--- src/sv/porm_pkg.sv ---
// ----------------------------------------------------------------------------
// porm_pkg
// Shared types and constants of the polar outline radius morph block.
// ----------------------------------------------------------------------------
package porm_pkg;

   localparam int CORDIC_STEPS = 24;
   localparam logic [29:0] CORDIC_K = 30'd652032874;

   localparam int UNIT_W     = 18;
   localparam int LEN_W      = 18;
   localparam int DIVIDEND_W = 50;
   localparam int DIVISOR_W  = 36;
   localparam int QUOT_W     = 31;

   localparam logic REQ_LOAD  = 1'b0;
   localparam logic REQ_QUERY = 1'b1;

   localparam logic [1:0] STATUS_OK    = 2'd0;
   localparam logic [1:0] STATUS_SAT   = 2'd1;
   localparam logic [1:0] STATUS_EMPTY = 2'd2;

   localparam logic [1:0] CSR_PROGRESS     = 2'd0;
   localparam logic [1:0] CSR_FROM_PRESENT = 2'd1;
   localparam logic [1:0] CSR_TO_PRESENT   = 2'd2;

   typedef struct packed {
      logic start;
      logic vector_mode;
   } cordic_ctl_type;

   function automatic logic [29:0] atan_entry(input logic [4:0] step);
      logic [29:0] value;
      case (step)
         5'd0:  value = 30'd536870912;
         5'd1:  value = 30'd316933406;
         5'd2:  value = 30'd167458907;
         5'd3:  value = 30'd85004756;
         5'd4:  value = 30'd42667331;
         5'd5:  value = 30'd21354465;
         5'd6:  value = 30'd10679838;
         5'd7:  value = 30'd5340245;
         5'd8:  value = 30'd2670163;
         5'd9:  value = 30'd1335087;
         5'd10: value = 30'd667544;
         5'd11: value = 30'd333772;
         5'd12: value = 30'd166886;
         5'd13: value = 30'd83443;
         5'd14: value = 30'd41722;
         5'd15: value = 30'd20861;
         5'd16: value = 30'd10430;
         5'd17: value = 30'd5215;
         5'd18: value = 30'd2608;
         5'd19: value = 30'd1304;
         5'd20: value = 30'd652;
         5'd21: value = 30'd326;
         5'd22: value = 30'd163;
         5'd23: value = 30'd81;
         default: value = 30'd0;
      endcase
      return value;
   endfunction

endpackage

--- src/sv/porm_cordic.sv ---
// ----------------------------------------------------------------------------
// porm_cordic
// Iterative CORDIC unit: rotation gives the unit ray vector, vectoring gives
// the magnitude of a point, one micro-rotation per cycle.
// ----------------------------------------------------------------------------
module porm_cordic (
   input  logic                                clock,
   input  logic                                reset,
   input  porm_pkg::cordic_ctl_type            ctl,
   input  logic [31:0]                         phase,
   input  logic signed [15:0]                  vec_x,
   input  logic signed [15:0]                  vec_y,
   output logic                                done,
   output logic signed [porm_pkg::UNIT_W-1:0]  cos_out,
   output logic signed [porm_pkg::UNIT_W-1:0]  sin_out,
   output logic [porm_pkg::LEN_W-1:0]          length
);
   import porm_pkg::*;

   typedef enum logic [1:0] {C_IDLE, C_ITER, C_FIN, C_MUL_HI} cstate_type;

   cstate_type          state_ff;
   logic [4:0]          step_ff;
   logic                vector_ff;
   logic [1:0]          quad_ff;
   logic signed [35:0]  x_ff;
   logic signed [35:0]  y_ff;
   logic signed [32:0]  z_ff;
   logic [63:0]         acc_ff;
   logic                done_ff;
   logic signed [UNIT_W-1:0] cos_ff;
   logic signed [UNIT_W-1:0] sin_ff;
   logic [LEN_W-1:0]    length_ff;

   logic signed [35:0]  x_shift;
   logic signed [35:0]  y_shift;
   logic                plus;
   logic signed [35:0]  x_iter_in;
   logic signed [35:0]  y_iter_in;
   logic signed [32:0]  z_iter_in;
   logic signed [32:0]  atan_w;
   logic signed [35:0]  cc_w;
   logic signed [35:0]  ss_w;
   logic signed [UNIT_W-1:0] cc;
   logic signed [UNIT_W-1:0] ss;
   logic signed [35:0]  abs_x;
   logic signed [35:0]  abs_y;
   logic [16:0]         mul_op;
   logic [46:0]         mul_p;
   logic [63:0]         acc_hi_in;

   always_comb begin
      x_shift   = x_ff >>> step_ff;
      y_shift   = y_ff >>> step_ff;
      plus      = vector_ff ? !y_ff[35] : z_ff[32];
      atan_w    = signed'({3'b000, atan_entry(step_ff)});
      x_iter_in = plus ? x_ff + y_shift : x_ff - y_shift;
      y_iter_in = plus ? y_ff - x_shift : y_ff + x_shift;
      z_iter_in = plus ? z_ff + atan_w : z_ff - atan_w;
      cc_w      = (x_ff + 36'sd16384) >>> 15;
      ss_w      = (y_ff + 36'sd16384) >>> 15;
      cc        = cc_w[UNIT_W-1:0];
      ss        = ss_w[UNIT_W-1:0];
      abs_x     = vec_x[15] ? -36'(vec_x) : 36'(vec_x);
      abs_y     = vec_y[15] ? -36'(vec_y) : 36'(vec_y);
      mul_op    = (state_ff == C_FIN) ? x_ff[16:0] : {1'b0, x_ff[32:17]};
      mul_p     = 47'(mul_op) * 47'(CORDIC_K);
      acc_hi_in = acc_ff + (64'(mul_p) << 17);
   end

   always_ff @(posedge clock) begin
      if (reset) begin
         state_ff <= C_IDLE;
         done_ff  <= 1'b0;
      end else begin
         done_ff <= 1'b0;
         case (state_ff)
            C_IDLE: begin
               if (ctl.start) begin
                  vector_ff <= ctl.vector_mode;
                  step_ff   <= 5'd0;
                  quad_ff   <= phase[31:30];
                  if (ctl.vector_mode) begin
                     x_ff <= abs_x <<< 16;
                     y_ff <= abs_y <<< 16;
                     z_ff <= '0;
                  end else begin
                     x_ff <= 36'(CORDIC_K);
                     y_ff <= '0;
                     z_ff <= signed'({3'b000, phase[29:0]});
                  end
                  state_ff <= C_ITER;
               end
            end
            C_ITER: begin
               x_ff <= x_iter_in;
               y_ff <= y_iter_in;
               z_ff <= z_iter_in;
               if (step_ff == 5'(CORDIC_STEPS - 1)) begin
                  state_ff <= C_FIN;
               end else begin
                  step_ff <= step_ff + 5'd1;
               end
            end
            C_FIN: begin
               if (vector_ff) begin
                  acc_ff   <= 64'(mul_p);
                  state_ff <= C_MUL_HI;
               end else begin
                  case (quad_ff)
                     2'd0: begin cos_ff <= cc;  sin_ff <= ss;  end
                     2'd1: begin cos_ff <= -ss; sin_ff <= cc;  end
                     2'd2: begin cos_ff <= -cc; sin_ff <= -ss; end
                     default: begin cos_ff <= ss; sin_ff <= -cc; end
                  endcase
                  done_ff  <= 1'b1;
                  state_ff <= C_IDLE;
               end
            end
            C_MUL_HI: begin
               length_ff <= acc_hi_in[63:64-LEN_W];
               done_ff   <= 1'b1;
               state_ff  <= C_IDLE;
            end
            default: state_ff <= C_IDLE;
         endcase
      end
   end

   assign done    = done_ff;
   assign cos_out = cos_ff;
   assign sin_out = sin_ff;
   assign length  = length_ff;

   a_magnitude_nonneg: assert property (@(posedge clock) disable iff (reset)
      (state_ff == C_MUL_HI) |-> !x_ff[35])
      else $error("vectoring magnitude went negative");
   a_step_in_range: assert property (@(posedge clock) disable iff (reset)
      (state_ff == C_ITER) |-> (step_ff < 5'(CORDIC_STEPS)))
      else $error("CORDIC step counter overran");
   a_done_after_work: assert property (@(posedge clock) disable iff (reset)
      done |-> $past(state_ff == C_FIN || state_ff == C_MUL_HI))
      else $error("CORDIC done without finishing");

endmodule

--- config.mk ---
export PLATFORM = sky130hd
export DESIGN_NAME = porm_cordic
export DESIGN_NICKNAME = d
export VERILOG_FILES = /design/src/sv/porm_pkg.sv /design/src/sv/porm_cordic.sv
export SDC_FILE = /design/constraint.sdc
export NUM_CORES = 2
export LEC_CHECK = 0
export BUFFER_PORTS_ARGS = -buffer_cell sky130_fd_sc_hd__buf_2
export CELL_PAD_IN_SITES_DETAIL_PLACEMENT = 1
export CELL_PAD_IN_SITES_GLOBAL_PLACEMENT = 1
export CORE_UTILIZATION = 46
export CTS_BUF_LIST = sky130_fd_sc_hd__clkbuf_8 sky130_fd_sc_hd__clkbuf_16
export DETAILED_ROUTE_END_ITERATION = 7
export GPL_TIMING_DRIVEN = 0
export PLACE_DENSITY_LB_ADDON = 0.1
export SYNTH_ARGS = -nofsm -noshare
export SYNTH_HDL_FRONTEND = slang
export SYNTH_SLANG_ARGS = --single-unit
--- constraint.sdc ---
create_clock -name clock -period 11.5 [get_ports clock]
set_input_delay 1.15 -clock clock [delete_from_list [all_inputs] [get_ports clock]]
set_output_delay 1.15 -clock clock [all_outputs]
set_load 0.01 [all_outputs]
Word-level counts from Yosys, hierarchy flattened
Memory sizes are Yosys's and may differ from the RTL's. A register that Yosys moved wholly into a read port is not among the register bits.
Cells that the tools add are included.
Word-level totals
  bits in read-only memories: 960
  memories kept: 1
  register bits after elaboration: 216
  word-level logic and storage cells: 80
  input bits: 68
  output and inout port bits: 55
Memory list
  (name not given): depth 32, width 30, rd ports 1, clocked after memory_dff 1, write ports 0, line porm_pkg.sv:34  | case (step)
Cells by class
  reduce and logical (&&, ||, !) cells: 11
  multiplexer cells: 28
  eq/ne operators: 9
  multipliers: 1
  shift operators: 2
  add/sub/neg operators: 14
  bitwise logic cells: 2
Operators by type and width (count)
  $mux 36: 6
  $pmux 36 s2: 2
  $pmux 18 s3: 2
  $add 36x36->36: 2
  $sshr 36x5->36: 2
  $sub 36x36->36: 2
  $add 33x16->33 const B: 2
  $mux 33: 2
  $pmux 33 s2: 1
  $add 47x64->64: 1
  $mul 17x29->46 const B: 1
  $mux 20: 2
  $neg 16->20: 2
  $neg 18->18: 2
  $add 33x31->33: 1
  $sub 33x31->33: 1
  $mux 30: 1
  $mux 17: 1
  $mux 5: 3
  $reduce_and 3->1: 4
  $pmux 5 s2: 1
  $pmux 2 s4: 1
  $eq 2x2->1 const B: 3
  $mux 2: 3
  12 further kinds: 19

Longest topological paths before layout
  word-level depth: 5
  depth in mapped cells: 40
  gate-level depth less buffers: 35

Worst setup path before layout
No wires, ideal clock.
  path kind: input to register
  start point: input port reset
  end point: register, netlist name atan_w[8]
  required time: 11.365 ns
  slack: 0.312 ns
  setup time: 0.135 ns
  data arrival time: 11.053 ns
  buffers on the path: 2
  cell stages on the path: 11
  cell sequence: clkbuf_1 nor3_1 a21boi_0 clkbuf_1 mux2i_1 inv_1 ha_1 o21bai_1 nand2_1 o311ai_0 o21ai_0
On the way
  longest elaborated chain between the ends: 3
Ends and longest elaborated chain
  from (decl): line porm_cordic.sv:8  | input logic reset,
  $not 1->1 (no source line)
  $reduce_and 4->1 (no source line)
  $mux 5 (no source line)
Every way passes these cells.
A chain may end at the register's enable or synchronous reset.

Final worst setup path
  start point: register state_ff[0]
  end point: register length_ff[17], in the netlist length[17] (data pin)
On the way
  longest elaborated chain between the ends: 4
Ends and longest elaborated chain
  from (decl): line porm_cordic.sv:22  | cstate_type state_ff;
  from (signal assigned): line porm_cordic.sv:73  | state_ff <= C_IDLE;
  from (signal assigned): line porm_cordic.sv:92  | state_ff <= C_ITER;
  from (signal assigned): line porm_cordic.sv:100  | state_ff <= C_FIN;
  $eq 2x2->1: line porm_cordic.sv:66  | mul_op = (state_ff == C_FIN) ? x_ff[16:0] : {1'b0, x_ff[32:17]};
  $mux 17: line porm_cordic.sv:66
  $mul 17x29->46: line porm_cordic.sv:67  | mul_p = 47'(mul_op) * 47'(CORDIC_K);
  named net mul_p[28]: line porm_cordic.sv:49  | logic [46:0] mul_p;
  $add 47x64->64: line porm_cordic.sv:68  | acc_hi_in = acc_ff + (64'(mul_p) << 17);
  named net acc_hi_in[63]: line porm_cordic.sv:50  | logic [63:0] acc_hi_in;
  to (signal assigned): line porm_cordic.sv:121  | length_ff <= acc_hi_in[63:64-LEN_W];
  to (decl): line porm_cordic.sv:33  | logic [LEN_W-1:0] length_ff;
The timed path passes the listed nets, and every way through them passes these cells.

==> run metrics <==
FFs w/ async S/R, synth 0%; Post-synth EDFFs 196; final setup fails 0; TritonCTS Buffers 30; Fin. Hold Viols 0; Post-Route WL 126 mm; CP bufs+invs 8; Longest Clk Path Bufs 3; Max Slew Vio Count 0; initial core utilization 46.7%; CTS Hold Bufs 0; post-place setup slack 1200 ps; CP startpoint kind flip-flop; Fmax achieved 96.0 MHz; DR DRC count 0; num rows 97; Worst Tran Pin Value 1360 ps; final setup TNS 0 ps; worst setup slack after layout 1080 ps; synthesis-to-layout area growth 9.12%; MaxCap Viol Count 0; fillers 8268; Worst path max stage delay 770 ps; GRT Util Overall 34.8%; Final Net Count 4397; CP Max Fanout 10; htree depth 1; # port buffers 121; most common cell in the synthesized netlist inv_1; clk root buf clkbuf_16; slew margin rel. 9.59%; top post-synthesis cells by count inv_1 (416), ha_1 (306), nand2_1 (304), a21oi_1 (269), nor2_1 (253); largest net degree at the start of global routing 19; detailed router's first-iteration violation count 2412; Placed Area 0.0348 mm2; RD Place Congestion 1.03; clock slew at reported path FFs 60 ps; Min-Delay Path Class reg2reg; drt wl/cell 26.4 um; Synth cell types 85; post-CTS sizing 0; Worst Setup End Kind flip-flop; crit-path most repeated cell fa_1; antenna viol nets, final 0; core area 0.0703 mm2; Sink Count 229; sequential area share after synthesis 19.9%; number of global-route vias before repair 30300; Yosys warning count 0; Pre-antenna DRT Iters 6; Post-synth top flop edfxtp_1; worst path arrival time 10790 ps; top cells by area, synth edfxtp_1 (18%), fa_1 (12%), ha_1 (12%); Hold Path Stages 1; io pins 123; # diodes 0; Reg2Reg Depth 34; initial antenna violation count 1; Via Count 29600; first-pass GRT wire length 189 mm; Mapped Nets 4229; Crit-path slowest cell ha_1; Post-Syn Area 0.0328 mm2; critical path required time 11870 ps; grt total ovfl 0; DR vias/cell 6.19; post-synthesis register bit count 229; DIE HEIGHT 269 um; RSZ-0062 raised after global routing false; clock skew 60.6 ps; critical path's top delay family adder cells; Die ar. 0.0724 mm2; Worst-Skew Late Latency 640 ps; Yosys top cell area share 17.9%; Synth area leader edfxtp_1; dpl hpwl 103 mm; final worst-path cycle share 90.6%; fin crit period 10420 ps; FF-to-FF setup slack 1080 ps; fin util 51.0%; share of cells above drive strength 1 10.1%; synthesized instance count 3658; outcome complete, no violations; kind of critical path reg2reg; post-CTS setup buffer count 0; CTS tree built; DIE WIDTH 269 um; Worst path depth 34; final instance area 0.0358 mm2; Avg Inst Size Synth 8.97 um2
[cell usage in the layout, fill, tap and decap left out, types with 37 or more instances in the layout]
master,count
ha_1,306
nor2_1,253
xnor2_1,150
inv_1,420
a21oi_1,269
nand2_1,304
edfxtp_1,196
xor2_1,158
a31oi_1,48
clkbuf_1,125
a21o_1,84
mux4_2,115
o21ai_0,208
nand2b_1,37
fa_1,197
mux2i_1,39
buf_2,133
nand3_1,71
nor3_1,85
[path summary, 6_finish.rpt]
path / startpoint / endpoint
setup reg to reg: state_ff[0] / length[17]
hold reg to reg: state_ff[1] / done
setup / recovery: state_ff[0] / length[17]
hold / removal: state_ff[1] / done
[routing by layer]
metal | track usage, % | vias up | part of all wire (%)
met5 | 0 | - | 0.0095
met4 | 15.6 | 2 | 5.0
met3 | 5.35 | 308 | 6.7
met2 | 58.4 | 1168 | 47
met1 | 44.3 | 14800 | 41
li1 | - | 13300 | -
[logic make-up after synthesis]
family,count (synthesis),share of synthesized area (%)
AND/OR/NAND/NOR,964,14.0
AO/OA/AOI/OAI,877,16.6
buffers and inverters,584,6.87
adder cells (fa/ha/maj),503,23.7
XOR/XNOR,308,8.22
flip-flops,229,19.9
multiplexers,193,10.7
[sequential cells by signal, indices dropped and copies added (netlist names)]
name / flops
x_ff: 36
y_ff: 36
z_ff: 33
atan_w: 30
acc_ff: 29
cos_out: 18
length: 18
sin_out: 18
step_ff: 5
quad_ff: 2
state_ff: 2
done: 1
vector_ff: 1
[area by class of cell]
class                   instances  area [um2]  area share (%)
plain buffers                 165         681            1.90
repair buffers                136         774            2.16
flip-flops and latches        229        6550            18.3
multi-input cells            2845       24000            67.1
clock inverters                26         275           0.769
clock buffers                  30         751            2.10
well taps                     940        1180            3.28
inverters                     419        1570            4.39
[per-stage QoR]
stage          hold WS (ps)  instances
2_1_floorplan           536       3658
3_3_place_gp            605       4719
3_5_place_dp            613       4734
4_1_cts                 552       4790
5_1_grt                 590       4790
6_report                568       4790
Power is not shown: default switching activity piles up to over one toggle a cycle in this logic, so the estimate is an artifact.
