===== src/sv/porm_pkg.sv =====
// ----------------------------------------------------------------------------
// porm_pkg
// Shared types and constants of the polar outline radius morph block.
// ----------------------------------------------------------------------------
package porm_pkg;

   localparam int CORDIC_STEPS = 24;
   localparam logic [29:0] CORDIC_K = 30'd652032874;

   localparam int UNIT_W     = 18;
   localparam int LEN_W      = 18;
   localparam int DIVIDEND_W = 50;
   localparam int DIVISOR_W  = 36;
   localparam int QUOT_W     = 31;

   localparam logic REQ_LOAD  = 1'b0;
   localparam logic REQ_QUERY = 1'b1;

   localparam logic [1:0] STATUS_OK    = 2'd0;
   localparam logic [1:0] STATUS_SAT   = 2'd1;
   localparam logic [1:0] STATUS_EMPTY = 2'd2;

   localparam logic [1:0] CSR_PROGRESS     = 2'd0;
   localparam logic [1:0] CSR_FROM_PRESENT = 2'd1;
   localparam logic [1:0] CSR_TO_PRESENT   = 2'd2;

   typedef struct packed {
      logic start;
      logic vector_mode;
   } cordic_ctl_type;

   function automatic logic [29:0] atan_entry(input logic [4:0] step);
      logic [29:0] value;
      case (step)
         5'd0:  value = 30'd536870912;
         5'd1:  value = 30'd316933406;
         5'd2:  value = 30'd167458907;
         5'd3:  value = 30'd85004756;
         5'd4:  value = 30'd42667331;
         5'd5:  value = 30'd21354465;
         5'd6:  value = 30'd10679838;
         5'd7:  value = 30'd5340245;
         5'd8:  value = 30'd2670163;
         5'd9:  value = 30'd1335087;
         5'd10: value = 30'd667544;
         5'd11: value = 30'd333772;
         5'd12: value = 30'd166886;
         5'd13: value = 30'd83443;
         5'd14: value = 30'd41722;
         5'd15: value = 30'd20861;
         5'd16: value = 30'd10430;
         5'd17: value = 30'd5215;
         5'd18: value = 30'd2608;
         5'd19: value = 30'd1304;
         5'd20: value = 30'd652;
         5'd21: value = 30'd326;
         5'd22: value = 30'd163;
         5'd23: value = 30'd81;
         default: value = 30'd0;
      endcase
      return value;
   endfunction

endpackage


===== src/sv/porm_divider.sv =====
// ----------------------------------------------------------------------------
// porm_divider
// Restoring divider, one quotient bit per cycle, with the quotient clamped
// to 31 bits by a compare at start.
// ----------------------------------------------------------------------------
module porm_divider (
   input  logic                                 clock,
   input  logic                                 reset,
   input  logic                                 start,
   input  logic [porm_pkg::DIVIDEND_W-1:0]      dividend,
   input  logic [porm_pkg::DIVISOR_W-1:0]       divisor,
   output logic                                 done,
   output logic [porm_pkg::QUOT_W-1:0]          quotient
);
   import porm_pkg::*;

   typedef enum logic {D_IDLE, D_RUN} dstate_type;

   dstate_type             state_ff;
   logic [DIVISOR_W-1:0]   rem_ff;
   logic [QUOT_W-1:0]      bits_ff;
   logic [QUOT_W-1:0]      quot_ff;
   logic [4:0]             count_ff;
   logic                   done_ff;

   logic [DIVISOR_W:0]     trial;
   logic                   fits;
   logic [DIVISOR_W:0]     trial_sub;
   logic [DIVISOR_W-1:0]   head;

   always_comb begin
      head      = DIVISOR_W'(dividend[DIVIDEND_W-1:QUOT_W]);
      trial     = {rem_ff, bits_ff[QUOT_W-1]};
      fits      = trial >= {1'b0, divisor};
      trial_sub = trial - {1'b0, divisor};
   end

   always_ff @(posedge clock) begin
      if (reset) begin
         state_ff <= D_IDLE;
         done_ff  <= 1'b0;
      end else begin
         done_ff <= 1'b0;
         case (state_ff)
            D_IDLE: begin
               if (start) begin
                  if (head >= divisor) begin
                     quot_ff <= '1;
                     done_ff <= 1'b1;
                  end else begin
                     rem_ff   <= head;
                     bits_ff  <= dividend[QUOT_W-1:0];
                     count_ff <= 5'd0;
                     state_ff <= D_RUN;
                  end
               end
            end
            D_RUN: begin
               rem_ff  <= fits ? trial_sub[DIVISOR_W-1:0] : trial[DIVISOR_W-1:0];
               quot_ff <= {quot_ff[QUOT_W-2:0], fits};
               bits_ff <= {bits_ff[QUOT_W-2:0], 1'b0};
               if (count_ff == 5'(QUOT_W - 1)) begin
                  done_ff  <= 1'b1;
                  state_ff <= D_IDLE;
               end else begin
                  count_ff <= count_ff + 5'd1;
               end
            end
            default: state_ff <= D_IDLE;
         endcase
      end
   end

   assign done     = done_ff;
   assign quotient = quot_ff;

   a_rem_below_divisor: assert property (@(posedge clock) disable iff (reset)
      (state_ff == D_RUN) |-> (rem_ff < divisor))
      else $error("partial remainder reached the divisor");
   a_count_bound: assert property (@(posedge clock) disable iff (reset)
      (state_ff == D_RUN) |-> (count_ff < 5'(QUOT_W)))
      else $error("divider step counter overran");
   a_no_start_busy: assert property (@(posedge clock) disable iff (reset)
      (state_ff == D_RUN) |-> !done_ff)
      else $error("divider signalled done while still running");

endmodule


===== config.mk =====
export PLATFORM = sky130hd
export DESIGN_NAME = porm_divider
export DESIGN_NICKNAME = d
export VERILOG_FILES = /design/src/sv/porm_pkg.sv /design/src/sv/porm_divider.sv
export SDC_FILE = /design/constraint.sdc
export NUM_CORES = 1
export LEC_CHECK = 0
export BUFFER_PORTS_ARGS = -buffer_cell sky130_fd_sc_hd__buf_4
export CAP_MARGIN = 10
export CORE_MARGIN = 10
export CORE_UTILIZATION = 30
export DETAILED_ROUTE_END_ITERATION = 8
export SLEW_MARGIN = 20
export SYNTH_ARGS = -nofsm -noshare
export SYNTH_HDL_FRONTEND = slang
export SYNTH_SLANG_ARGS = --single-unit

===== constraint.sdc =====
create_clock -name clock -period 11.2 [get_ports clock]
set_input_delay 0.56 -clock clock [delete_from_list [all_inputs] [get_ports clock]]
set_output_delay 0.56 -clock clock [all_outputs]
set_load 0.05 [all_outputs]

-- Yosys cells after proc, flatten, opt, wreduce, memory -nomap -nowiden
Cells that the tools add are included.
- flip-flop bits (word level): 105
- bits of input ports: 89
- output and inout bits: 32
- logic and storage cells: 42
- add/sub/neg operators: 2
- order comparisons: 2
- eq/ne operators: 5
- multiplexer cells: 22
- bitwise logic cells: 2
- reduce and logical (&&, ||, !) cells: 3
- operator list (cell ; count):
    $mux 31 ; 4
    $pmux 31 s2 ; 2
    $mux 36 ; 3
    $pmux 36 s2 ; 1
    $ge 37x36->1 ; 1
    $ge 19x36->1 ; 1
    $sub 36x36->36 ; 1
    $mux 5 ; 3
    $pmux 5 s2 ; 1
    $ne 2x2->1 const B ; 4
    $mux 1 ; 6
    $reduce_and 3->1 ; 2
    $add 5x1->5 const B ; 1
    $eq 5x5->1 const B ; 1
    $pmux 1 s2 ; 2
    $reduce_and 4->1 ; 1
    $not 1->1 ; 2

-- Longest topological paths before layout
Gate-level depths: netlist of the first run.
- word-level depth: 4
- mapped depth: 14
- mapped depth without buffers: 12

-- Worst setup path before layout of the first run
OpenSTA, ideal clock, no wires.
- path type: input -> register
- start: in dividend[31] in the netlist's numbering
- end: reg bits_ff[0], enable pin
- setup time: 0.613 ns
- arrival: 7.597 ns
- required time: 10.587 ns
- setup slack: 2.989 ns
- cell stages on the path: 11
- buffers on the path: 0
- path through: inv_1 > ha_1 > nand2b_1 > a21o_1 > a21o_1 > a21oi_1 > o21ai_1 > a221oi_1 > o21ai_1 > a311o_1 > a311oi_1
- word-level cells in the longest chain between the ends: 3
- RTL lines (element ; RTL line ; RTL):
    start: declaration ; porm_divider.sv:10 ; input logic [porm_pkg::DIVIDEND_W-1:0] dividend,
    $ge 19x36->1 ; porm_divider.sv:47 ; if (head >= divisor) begin
    $ne 2x2->1 (no line) ; -- ;
    $reduce_and 3->1 (no line) ; -- ;
    end signal: assignment ; porm_divider.sv:52 ; bits_ff <= dividend[QUOT_W-1:0];
    end signal: assignment ; porm_divider.sv:61 ; bits_ff <= {bits_ff[QUOT_W-2:0], 1'b0};
    end: declaration ; porm_divider.sv:21 ; logic [QUOT_W-1:0] bits_ff;
No other way between the ends.
A chain may end at the register's enable or synchronous reset.

-- Final worst setup path of the first run
- start: reg rem_ff[19]
- end: reg rem_ff[17], data pin
- word-level cells in the longest chain between the ends: 3
- RTL lines (element ; RTL line ; RTL):
    start: declaration ; porm_divider.sv:20 ; logic [DIVISOR_W-1:0] rem_ff;
    start signal: assignment ; porm_divider.sv:59 ; rem_ff <= fits ? trial_sub[DIVISOR_W-1:0] : trial[DIVISOR_W-1:0];
    $ge 37x36->1 ; porm_divider.sv:34 ; fits = trial >= {1'b0, divisor};
    $mux 36 ; porm_divider.sv:59 ;
    $pmux 36 s2 ; porm_divider.sv:44 ; case (state_ff)
No other way between the ends.

==> results of run 1 <==
## state kept, by name, summed over array words and instances (netlist names)
register,count
bits_ff,31
done,1
rem_ff,36
quotient,31
count_ff,5
state_ff,1
## cell type report
cell class                      count  area, um2
Timing Repair Buffer              125        958
Tap cell                          319        399
Inverter                           46        173
Fill cell                        2327      14800
Clock buffer                        9        225
Sequential cell                   105       3140
Clock inverter                      7       60.1
Multi-Input combinational cell    513       3760
## cells in the final DEF (no fill, tap or decap), types with 6 or more instances in the layout
master       n
edfxtp_1   103
xor2_1      15
a21oi_1     58
clkbuf_16    9
nand2_1     35
o21ai_0     26
o21ai_1     16
nor2b_1      9
o21a_1       7
a211oi_1     6
nor2_1      54
and3_1       7
nand3_1     11
nand4_1     11
nor4_1       6
a21o_1      21
mux2_2      30
mux2i_1     18
nand2b_1    37
ha_1        57
inv_1       46
xnor2_1     16
buf_4      124
o22ai_1      6
## per-stage QoR
step | setup slack (ps) | power [W] | cell area (um2)
3_3_place_gp | 7040 | 0.00106 | 8400
6_report | 7410 | 0.00138 | 8710
2_1_floorplan | 2990 | 0.000937 | 7170
3_5_place_dp | 6890 | 0.00107 | 8400
4_1_cts | 7110 | 0.00138 | 8680
5_1_grt | 7190 | 0.00147 | 8710
## worst max path at each step
stage                        startpoint                        to  slack [ps]  cells after the start
3_5_place_dp                divisor[20]  rem_ff[33]$_SDFFCE_PN0P_        6890                     12
3_3_place_gp                divisor[20]  rem_ff[35]$_SDFFCE_PN0P_        7040                     12
6_report       rem_ff[19]$_SDFFCE_PN0P_      rem_ff[17]$_DFFE_PP_        7410                     11
4_1_cts        rem_ff[19]$_SDFFCE_PN0P_  rem_ff[33]$_SDFFCE_PN0P_        7110                     10
2_1_floorplan              dividend[31]  bits_ff[0]$_SDFFCE_PP0P_        2990                     11
5_1_grt        rem_ff[22]$_SDFFCE_PN0P_       rem_ff[9]$_DFFE_PP_        7190                     11
## worst max-delay path, cell delays in order, from the launching register on
cell and delay [ps]:
edfxtp_1 440, ha_1 520, nand2_1 90, o21bai_1 320, a2111oi_4 80, and2b_1 210
a2111oi_2 510, a211oi_4 220, nor2_4 610, buf_16 230, mux2i_1 190, a21oi_1 90
## cell families after synthesis
kind of cell             count (synthesis)  share of synthesized area [%]
AND/OR/NAND/NOR                        186                           13.1
flip-flops                             105                           43.7
multiplexers                            49                           7.38
adder cells (fa/ha/maj)                 58                           10.2
buffers and inverters                   74                           4.24
XOR/XNOR                                31                           3.79
AO/OA/AOI/OAI                          189                           17.6
## routing by layer
metal  wire length (um)  GRT usage [%]  up-vias  share of wire, %
met5                  0              0        -                 0
met4                229           3.67        0               1.2
met3               1350           3.49       13               7.2
met2               8280           18.1      130                45
met1               8750           16.0     2551                47
li1                   -              -     2790                 -
## power by group
| part | leakage, nW | internal, W | switching (W) |
|---|---|---|---|
| Combinational | 2.42 | 0.000230 | 0.000310 |
| Clock | 0.138 | 0.000155 | 0.000155 |
| Sequential | 0.977 | 0.000501 | 0.0000298 |
==> flow_summary_export.csv, run 1 <==
group,metric,value,unit
status,status,"finished, final reports clean",
yosys,synthFlopType,"edfxtp_1",
clocking,cts_tree,"yes",
min_path,holdCritStartpoint,"reset",
floorplanning,rows,56,
timing,fmax,0.264,GHz
floorplanning,coreArea,23500,um2
place,gp_congestion,0.895,
place,dp_cells,1107,
worst_setup_path,start_kind,"flop",
place,io_buffers,120,
clocking,root_buffer,"clkbuf_16",
yosys,synthCells,692,
drt,dr.pass1.iters,4,
global_route,grt_pass1_wl,29.7,mm
timing,grt_setup_unrepaired,"no",
finish,drive_gt1_share,23.1,%
worst_setup_path,worstRegToRegCells,11,
global_route,grt.overflow.total,0,
drt,vias,5484,
timing,slew_viol_final,0,
timing,hold_ws,494,ps
finish,final_util,37.1,%
timing,fin_crit,3790,ps
finish,area_growth,21.5,%
yosys,synthDominantCellAreaShare,43.1,%
worst_setup_path,reg2reg_slack,7410,ps
yosys,ys_top_cells_by_count,"103 x edfxtp_1, 58 x a21oi_1, 57 x ha_1",
min_path,hold_depth,2,
global_route,grt_pass1_vias,5504,
min_path,min_to,"done$_SDFF_PP0_",
clocking,cts_sinks,105,
finish,antenna_cells,0,
yosys,synth_area,7170,um2
timing,hold_viol_final,0,
clocking,cts_buffers,9,
yosys,synth_edf_count,103,
clocking,hold_buffers,0,
floorplanning,dieArea,30500,um2
yosys,async_reset_ff_share,0,%
timing,skew,8.34,ps
worst_setup_path,cp_data_arrival_time,3860,ps
worst_setup_path,path_max_fanout,23,
clocking,insertion_delay,350,ps
worst_setup_path,r2r-end,"rem_ff[17]$_DFFE_PP_",
yosys,yosysWarnings,0,
clocking,cts_setup_buffers,0,
place,post-dp-hpwl,14.3,mm
floorplanning,pin_count,121,
min_path,holdCritPathClass,"primary input to flop",
worst_setup_path,endpoint_kind,"flop",
yosys,yosys.area.top_type,"edfxtp_1",
timing,worstMarginPinSlew,933,ps
worst_setup_path,required,11260,ps
yosys,synthesis.nets,839,
drt,totalWireLength,18.6,mm
yosys,ys_seq_area_share,43.7,%
drt,ant_nets,0,
clocking,clkTransAtPathRegs,80,ps
timing,setup_tns,0,ps
finish,instances_no_fill,1124,
timing,setup_viol,0,
yosys,ys_types,67,
yosys,syn_area_per_cell,10.4,um2
worst_setup_path,r2r-start,"rem_ff[19]$_SDFFCE_PN0P_",
global_route,antenna_found_initial,0,
floorplanning,start_util,30.5,%
drt,vias_per_cell,4.88,
global_route,grt_usage,11.9,%
clocking,htreeDepth,3,
timing,slew_headroom,37.6,%
power,vdd_ir_drop_max,0.0000616,V
timing,finalCritPeriodShare,33.9,%
power,leakagePower,3.54,nW
power,powerDensity,159,nW/um2
drt,drc,0,
floorplanning,die_x,175,um
yosys,synthTopCellsByArea,"edfxtp_1 43%, ha_1 9.9%, mux2_2 4.7%",
clocking,cts_resized,0,
yosys,ys_seq_elements,105,
clocking,clockBufferDepth,2,
drt,drt-initial-drc-count,339,
drt,wl_per_cell,16.6,um
floorplanning,fp.dieH,175,um
run,drv_cap,0,
worst_setup_path,critPathKind,"flop to flop",
yosys,yosysMostFrequentCell,"edfxtp_1",
finish,nets,947,
global_route,grt_max_degree,81,
Power figures use the tool's default switching activity.
==> run 2: changes to the inputs <==
==> constraint.sdc (replaced) <==
create_clock -name clock -period 3.2 [get_ports clock]
set_input_delay 0.16 -clock clock [delete_from_list [all_inputs] [get_ports clock]]
set_output_delay 0.16 -clock clock [all_outputs]
set_load 0.05 [all_outputs]
==> run 2 against run 1 <==
- worst setup slack lost 7200 ps
- combinational power grew to 3.7 times the previous value
- critical path depth is the same
==> flow_summary_export.csv, run 2 (synthesized netlist as in run 1, its figures left out) <==
group,metric,value,unit
worst_setup_path,reg2reg_slack,190,ps
global_route,grt.overflow.total,0,
drt,drc,0,
clocking,htreeDepth,3,
min_path,min_to,"bits_ff[17]$_DFFE_PP_",
worst_setup_path,r2r-start,"rem_ff[0]$_DFFE_PP_",
worst_setup_path,cpPeakStageDelay,400,ps
clocking,root_buffer,"clkbuf_16",
drt,vias_per_cell,4.90,
power,power,0.00500,W
global_route,grt_pass1_wl,30.6,mm
drt,vias,5635,
clocking,cts_buffers,9,
finish,largest_reg_flops,36,
worst_setup_path,crit_path_cell_trace,"ha_1, nor2b_1, o31a_1, o31ai_1, a21o_1, a2111oi_4, a211oi_4, nor2_4, buf_12, mux2_1, a21oi_1",
global_route,grt_max_degree,44,
floorplanning,pin_count,121,
min_path,holdCritStartpoint,"dividend[17]",
status,status,"finished, final reports clean",
worst_setup_path,slowest_stage,"edfxtp_1",
power,powerDensity,554,nW/um2
floorplanning,die_x,175,um
global_route,antenna_found_initial,0,
floorplanning,dieArea,30500,um2
finish,final_common_cell,"buf_4",
timing,slew_viol_final,0,
floorplanning,fp.dieH,175,um
drt,drt-initial-drc-count,325,
timing,skew,8.84,ps
clocking,cts_tree,"yes",
worst_setup_path,start_kind,"flop",
min_path,holdCritPathClass,"primary input to flop",
worst_setup_path,cp.buffers_inverters,1,
place,gp_congestion,0.859,
timing,hold_viol_final,0,
worst_setup_path,worstRegToRegCells,11,
drt,ant_nets,0,
worst_setup_path,path_max_fanout,14,
drt,wl_per_cell,16.5,um
drt,totalWireLength,19.0,mm
min_path,hold_depth,2,
floorplanning,rows,56,
clocking,clockBufferDepth,2,
finish,largest_register,"rem_ff",
worst_setup_path,cp_data_arrival_time,3220,ps
timing,finalCritPeriodShare,94.0,%
floorplanning,start_util,30.5,%
timing,setup_viol,0,
timing,grt_setup_unrepaired,"no",
place,dp_cells,1134,
clocking,insertion_delay,360,ps
global_route,grt_usage,12.3,%
worst_setup_path,r2r-end,"rem_ff[1]$_DFFE_PP_",
timing,fin_crit,3010,ps
finish,final_cell_mix,"146 x buf_4, 103 x edfxtp_1, 58 x a21oi_1",
finish,nets,973,
worst_setup_path,crit_family,"compound AO/OA/AOI/OAI gates",
finish,drive_gt1_share,26.5,%
worst_setup_path,required,3410,ps
clocking,cts_sinks,105,
timing,slew_headroom,64.6,%
timing,worstMarginPinSlew,518,ps
run,drv_cap,0,
clocking,clkTransAtPathRegs,80,ps
timing,fmax,0.332,GHz
drt,dr.pass1.iters,4,
place,io_buffers,120,
finish,area_growth,25.9,%
floorplanning,coreArea,23500,um2
place,post-dp-hpwl,14.8,mm
global_route,grt_pass1_vias,5837,
finish,antenna_cells,0,
finish,instances_no_fill,1150,
worst_setup_path,critPathKind,"flop to flop",
power,leakagePower,3.69,nW
worst_setup_path,endpoint_kind,"flop",
power,vdd_ir_drop_max,0.000251,V
-- run 2: cell type report --
class	count	area, um2
inverters	46	180
repair buffers	151	1200
multi-input cells	513	3810
well taps	319	399
fillers	2368	14500
clock buffers	9	225
flip-flops and latches	105	3140
clock inverters	7	70.1
-- run 2: worst max-delay path by stage --
stage	depth (start not counted)	end	start	slack [ps]
after floorplan	10	bits_ff[0]$_SDFFCE_PP0P_	divisor[0]	-750
after global placement	12	bits_ff[21]$_DFFE_PP_	divisor[0]	120
after detailed placement	13	bits_ff[18]$_DFFE_PP_	dividend[31]	70
after CTS	10	rem_ff[1]$_DFFE_PP_	rem_ff[14]$_DFFE_PP_	120
after global routing	11	rem_ff[1]$_DFFE_PP_	rem_ff[0]$_DFFE_PP_	10
final	11	rem_ff[1]$_DFFE_PP_	rem_ff[0]$_DFFE_PP_	190
-- run 2: routing by layer --
| layer | GRT usage (%) | vias to the layer above | part of all wire, % |
|---|---|---|---|
| met5 | 0 | - | 0 |
| met3 | 2.33 | 14 | 5.4 |
| met4 | 4.13 | 0 | 1.6 |
| met2 | 19.2 | 138 | 45 |
| li1 | - | 2835 | - |
| met1 | 16.7 | 2648 | 47 |
-- run 2: timing repair --
action | CTS | global route
resized for setup | 0 | 5
hold endpoints to repair | 0 | 0
buffers inserted | 0 | 0
endpoints found under the setup margin | 0 | 21
hold buffers | 0 | 0
-- run 2: power breakdown --
part	total [W]	switching (W)	internal [W]
Combinational	0.00202	0.00112	0.000899
Sequential	0.00184	0.0000903	0.00175
Clock	0.00114	0.000583	0.000553
Total	0.00500	0.00180	0.00320
-- run 2: stage by stage --
step                      utilization, %  hold slack, ps  area, um2  TNS (ps)  setup WS [ps]
after detailed placement            37.0             466       8690         0           73.2
after floorplan                        -             275       7220    -50210           -749
after CTS                           38.3            81.6       8990         0            120
after global placement              37.0             456       8690         0            117
final                               38.4            97.4       9020         0            191
after global routing                38.4            88.5       9020         0           13.8
